[config.mk]
export PLATFORM = sky130hd
export DESIGN_NAME = ils_cell
export DESIGN_NICKNAME = d
export VERILOG_FILES = /design/src/rtl/ils_pkg.sv /design/src/rtl/ils_cell.sv
export SDC_FILE = /design/constraint.sdc
export NUM_CORES = 1
export LEC_CHECK = 0
export ABC_CLOCK_PERIOD_IN_PS = 5550
export BUFFER_PORTS_ARGS = -buffer_cell sky130_fd_sc_hd__buf_2
export CORE_ASPECT_RATIO = 0.5
export CORE_UTILIZATION = 44
export DETAILED_ROUTE_END_ITERATION = 8
export PLACE_DENSITY = 0.78
export SLEW_MARGIN = 15
export SYNTH_ARGS = -nofsm -noshare
export SYNTH_HDL_FRONTEND = slang
export SYNTH_SLANG_ARGS = --single-unit
export TNS_END_PERCENT = 50
[constraint.sdc]
create_clock -name clock -period 5.55 [get_ports clock]
set_clock_uncertainty 0.05 [all_clocks]
set_input_delay 1.665 -clock clock [delete_from_list [all_inputs] [get_ports clock]]
set_output_delay 1.665 -clock clock [all_outputs]
set_load 0.02 [all_outputs]
[src/rtl/ils_pkg.sv]
`timescale 1ns / 1ps

package ils_pkg;

   localparam int unsigned OP_W     = 3;
   localparam int unsigned POS_W    = 10;
   localparam int unsigned VALUE_W  = 32;
   localparam int unsigned STATUS_W = 2;
   localparam int unsigned COUNT_W  = 11;
   localparam int unsigned REQ_W    = 48;
   localparam int unsigned RSP_W    = 48;

   localparam logic [OP_W-1:0] OP_READ   = 3'd0;
   localparam logic [OP_W-1:0] OP_FRONT  = 3'd1;
   localparam logic [OP_W-1:0] OP_APPEND = 3'd2;
   localparam logic [OP_W-1:0] OP_BEFORE = 3'd3;
   localparam logic [OP_W-1:0] OP_DELETE = 3'd4;

   localparam logic [STATUS_W-1:0] ST_DONE  = 2'd0;
   localparam logic [STATUS_W-1:0] ST_RANGE = 2'd1;
   localparam logic [STATUS_W-1:0] ST_FULL  = 2'd2;

   localparam logic [VALUE_W-1:0] VALUE_NONE = '1;

   typedef struct packed {
      logic               acc;
      logic               ins;
      logic               del;
      logic               rd;
      logic [COUNT_W-1:0] pos;
      logic [VALUE_W-1:0] value;
   } cell_ctrl_type;

endpackage

[src/rtl/ils_cell.sv]
`timescale 1ns / 1ps

module ils_cell #(
   parameter int unsigned INDEX = 0
) (
   input  logic                             clock,
   input  ils_pkg::cell_ctrl_type           ctrl,
   input  logic [ils_pkg::VALUE_W-1:0]      prev_data,
   input  logic [ils_pkg::VALUE_W-1:0]      next_data,
   output logic [ils_pkg::VALUE_W-1:0]      data,
   output logic [ils_pkg::VALUE_W-1:0]      rd_data
);

   localparam logic [ils_pkg::COUNT_W-1:0] MY_INDEX = ils_pkg::COUNT_W'(INDEX);

   logic [ils_pkg::VALUE_W-1:0] data_ff;
   logic [ils_pkg::VALUE_W-1:0] data_in;
   logic [ils_pkg::VALUE_W-1:0] rd_ff;
   logic [ils_pkg::VALUE_W-1:0] rd_in;

   always_comb begin
      data_in = data_ff;
      rd_in   = rd_ff;
      if (ctrl.acc) begin
         rd_in = (ctrl.rd && (MY_INDEX == ctrl.pos)) ? data_ff : '0;
         if (ctrl.ins) begin
            if (MY_INDEX > ctrl.pos) begin
               data_in = prev_data;
            end else if (MY_INDEX == ctrl.pos) begin
               data_in = ctrl.value;
            end
         end else if (ctrl.del) begin
            if (MY_INDEX >= ctrl.pos) begin
               data_in = next_data;
            end
         end
      end
   end

   always_ff @(posedge clock) begin
      data_ff <= data_in;
      rd_ff   <= rd_in;
   end

   assign data    = data_ff;
   assign rd_data = rd_ff;

endmodule

==> results_dict.tcl <==
set metrics [dict create \
    ir_drop_mv 0.159 \
    crit_fanout 33 \
    worst_pin_slew_ns 1.01 \
    seq_area_frac_synth 0.643 \
    die_h_um 60.3 \
    dr_total_vias 2064 \
    regToRegEndpoint "rd_data[21]" \
    fp.coreArea_um2 6310 \
    cts_tree "done" \
    yosysMostFrequentCell "edfxtp_1" \
    grt_start_max_net_pins 34 \
    outcome "complete, no violations" \
    setup_viol 0 \
    clock_sinks 64 \
    fin_util 0.631 \
    drv_cap 0 \
    io_pins 176 \
    yosys-top-cells-count "edfxtp_1 (64), mux2_2 (32), nand2_1 (32)" \
    gp_congestion 0.758 \
    crit_type "input pin to register" \
    rsz0062_at_grt "no" \
    hold_class "register to register" \
    fin_setup_tns_ns 0 \
    synthFlopType "edfxtp_1" \
    grt_first_pass_wirelength_um 10100 \
    final_nets 433 \
    synth_top_area_frac 0.643 \
    synth_seq_cells 64 \
    dr.first_iter.drc_count 145 \
    syn-num-nets 296 \
    path_clk_slew_ns 0.05 \
    cts_setup_buffers 0 \
    async_reset_ff_frac 0 \
    placementRows 20 \
    clk-insertion-delay-late_ns 0.32 \
    wl_um 6610 \
    reg2reg_depth 2 \
    diodes 0 \
    min_to "rd_data[11]" \
    hold_viol 0 \
    synth_cell_types 15 \
    p_sw_frac 0.205 \
    nFillCells 516 \
    period_needed_ns 3.67 \
    start_util 0.474 \
    slew-limit-headroom 0.324 \
    synth-edff-count 64 \
    drive_gt1_frac 0.681 \
    power.share.sequential 0.466 \
    dp_hpwl_um 4650 \
    clockPowerShare 0.456 \
    ant_nets 0 \
    arrival_ns 3.62 \
    clockBufferDepth 2 \
    vias_per_cell 4.99 \
    post_drt_wl_per_cell_um 16.0 \
    drv_slew 0 \
    grt_overflow 0 \
    r2r_start "data[21]" \
    die_area_um2 7140 \
    min_from "data[11]" \
    cts_root_buffer "clkbuf_16" \
    htree_levels 3 \
    fmax_mhz 273 \
    drc 0 \
    crit_path_end_kind "register" \
    r2r_slack_ns 4.62 \
    cts_buffers 9 \
    synth_area_leaders "edfxtp_1 (64%), mux2_2 (12%), nor4_2 (12%)" \
    synthCells 184 \
    yosys_warnings 0 \
    die_w_um 119 \
    syn2layout_area_growth_pct 33.1 \
    power.density_nw_per_um2 292 \
    cts_hold_buf 0 \
    grt_use_total 0.195 \
    grt_pass1_vias 2031 \
    power_leakage_uw 0.00160 \
    combPwrFrac 0.078 \
    start_kind "input pin" \
    syn_area_um2 2990 \
    p_int_uw 924 \
    antenna_found_initial 0 \
    synth.avg_cell_area_um2 16.2 \
    finalCritPeriodShare 0.661 \
    cts_resized 0 \
    synth_top_area_cell "edfxtp_1" \
    required_ns 5.50 \
    firstDrtPassIters 4 \
    io_buffers 143 \
    p_sw_uw 238 \
    hold_depth 2 \
]
flip-flops by register name, summed over array words and instances (netlist names):
register,count
rd_data,32
data,32
worst max-delay path, cell delays in order:
cell and delay, ns:
buf_2 0.10, or4_2 1.12, nor4_4 0.39, buf_4 0.33
final cells by class:
type	instances	area (um^2)	share of cell area
clock buffer	11	233	0.0585
tap	88	110	0.0277
multi-input combinational	101	933	0.235
timing repair buffer	145	731	0.184
clock inverter	5	47.5	0.0120
sequential	64	1920	0.483
power by group through the flow:
stage | registers, uW | clock network (uW) | logic [uW]
after global placement | 551 | 0 | 86.9
after global routing | 541 | 563 | 98.1
after detailed placement | 551 | 0 | 90.3
after floorplan | 559 | 0 | 43.1
final | 541 | 531 | 90.5
after CTS | 541 | 542 | 91.1
routing by layer:
layer	part of all wire	global-route usage	wire [um]
met1	0.40	0.217	2660
met2	0.52	0.344	3430
met3	0.061	0.0677	403
met4	0.017	0.0958	111
met5	0	0	0
kinds of logic after synthesis:
group | after synthesis | synth area share
AOI/OAI and AO/OA | 1 | 0.00167
muxes | 32 | 0.121
and+or+nand+nor | 68 | 0.186
DFF | 64 | 0.643
buffers and inverters | 19 | 0.0482
metrics by stage:
step | instances | hold WS, ns | power (uW) | cell area (um^2) | worst slack (ns)
after floorplan | 184 | 0.723 | 602 | 2990 | 0.690
after global placement | 398 | 0.590 | 638 | 3700 | 1.61
after detailed placement | 398 | 0.599 | 641 | 3700 | 1.53
after CTS | 414 | 0.610 | 1170 | 3980 | 1.87
after global routing | 414 | 0.633 | 1200 | 3980 | 1.79
final | 414 | 0.606 | 1160 | 3980 | 1.88
how the worst max path moves through the flow:
stage	start	to	slack [ns]	cells after the start
after floorplan	ctrl[40]	data[0]	0.69	4
after CTS	ctrl[40]	data[10]	1.87	4
after detailed placement	ctrl[40]	data[7]	1.53	4
after global routing	ctrl[40]	data[2]	1.79	4
after global placement	ctrl[40]	data[7]	1.61	4
final	ctrl[40]	data[2]	1.88	4
placed cells by master, fill, tap and decap left out, drive strengths merged:
cell type	synthesis	routed
buf	13	145
edfxtp	64	64
nor4	33	33
mux2	32	32
nand2	32	32
clkbuf	6	11
clkinv	0	4
or4	2	2
or3	1	1
o21ai	1	1
bufinv	0	1
(Power assumes the default switching activity.)
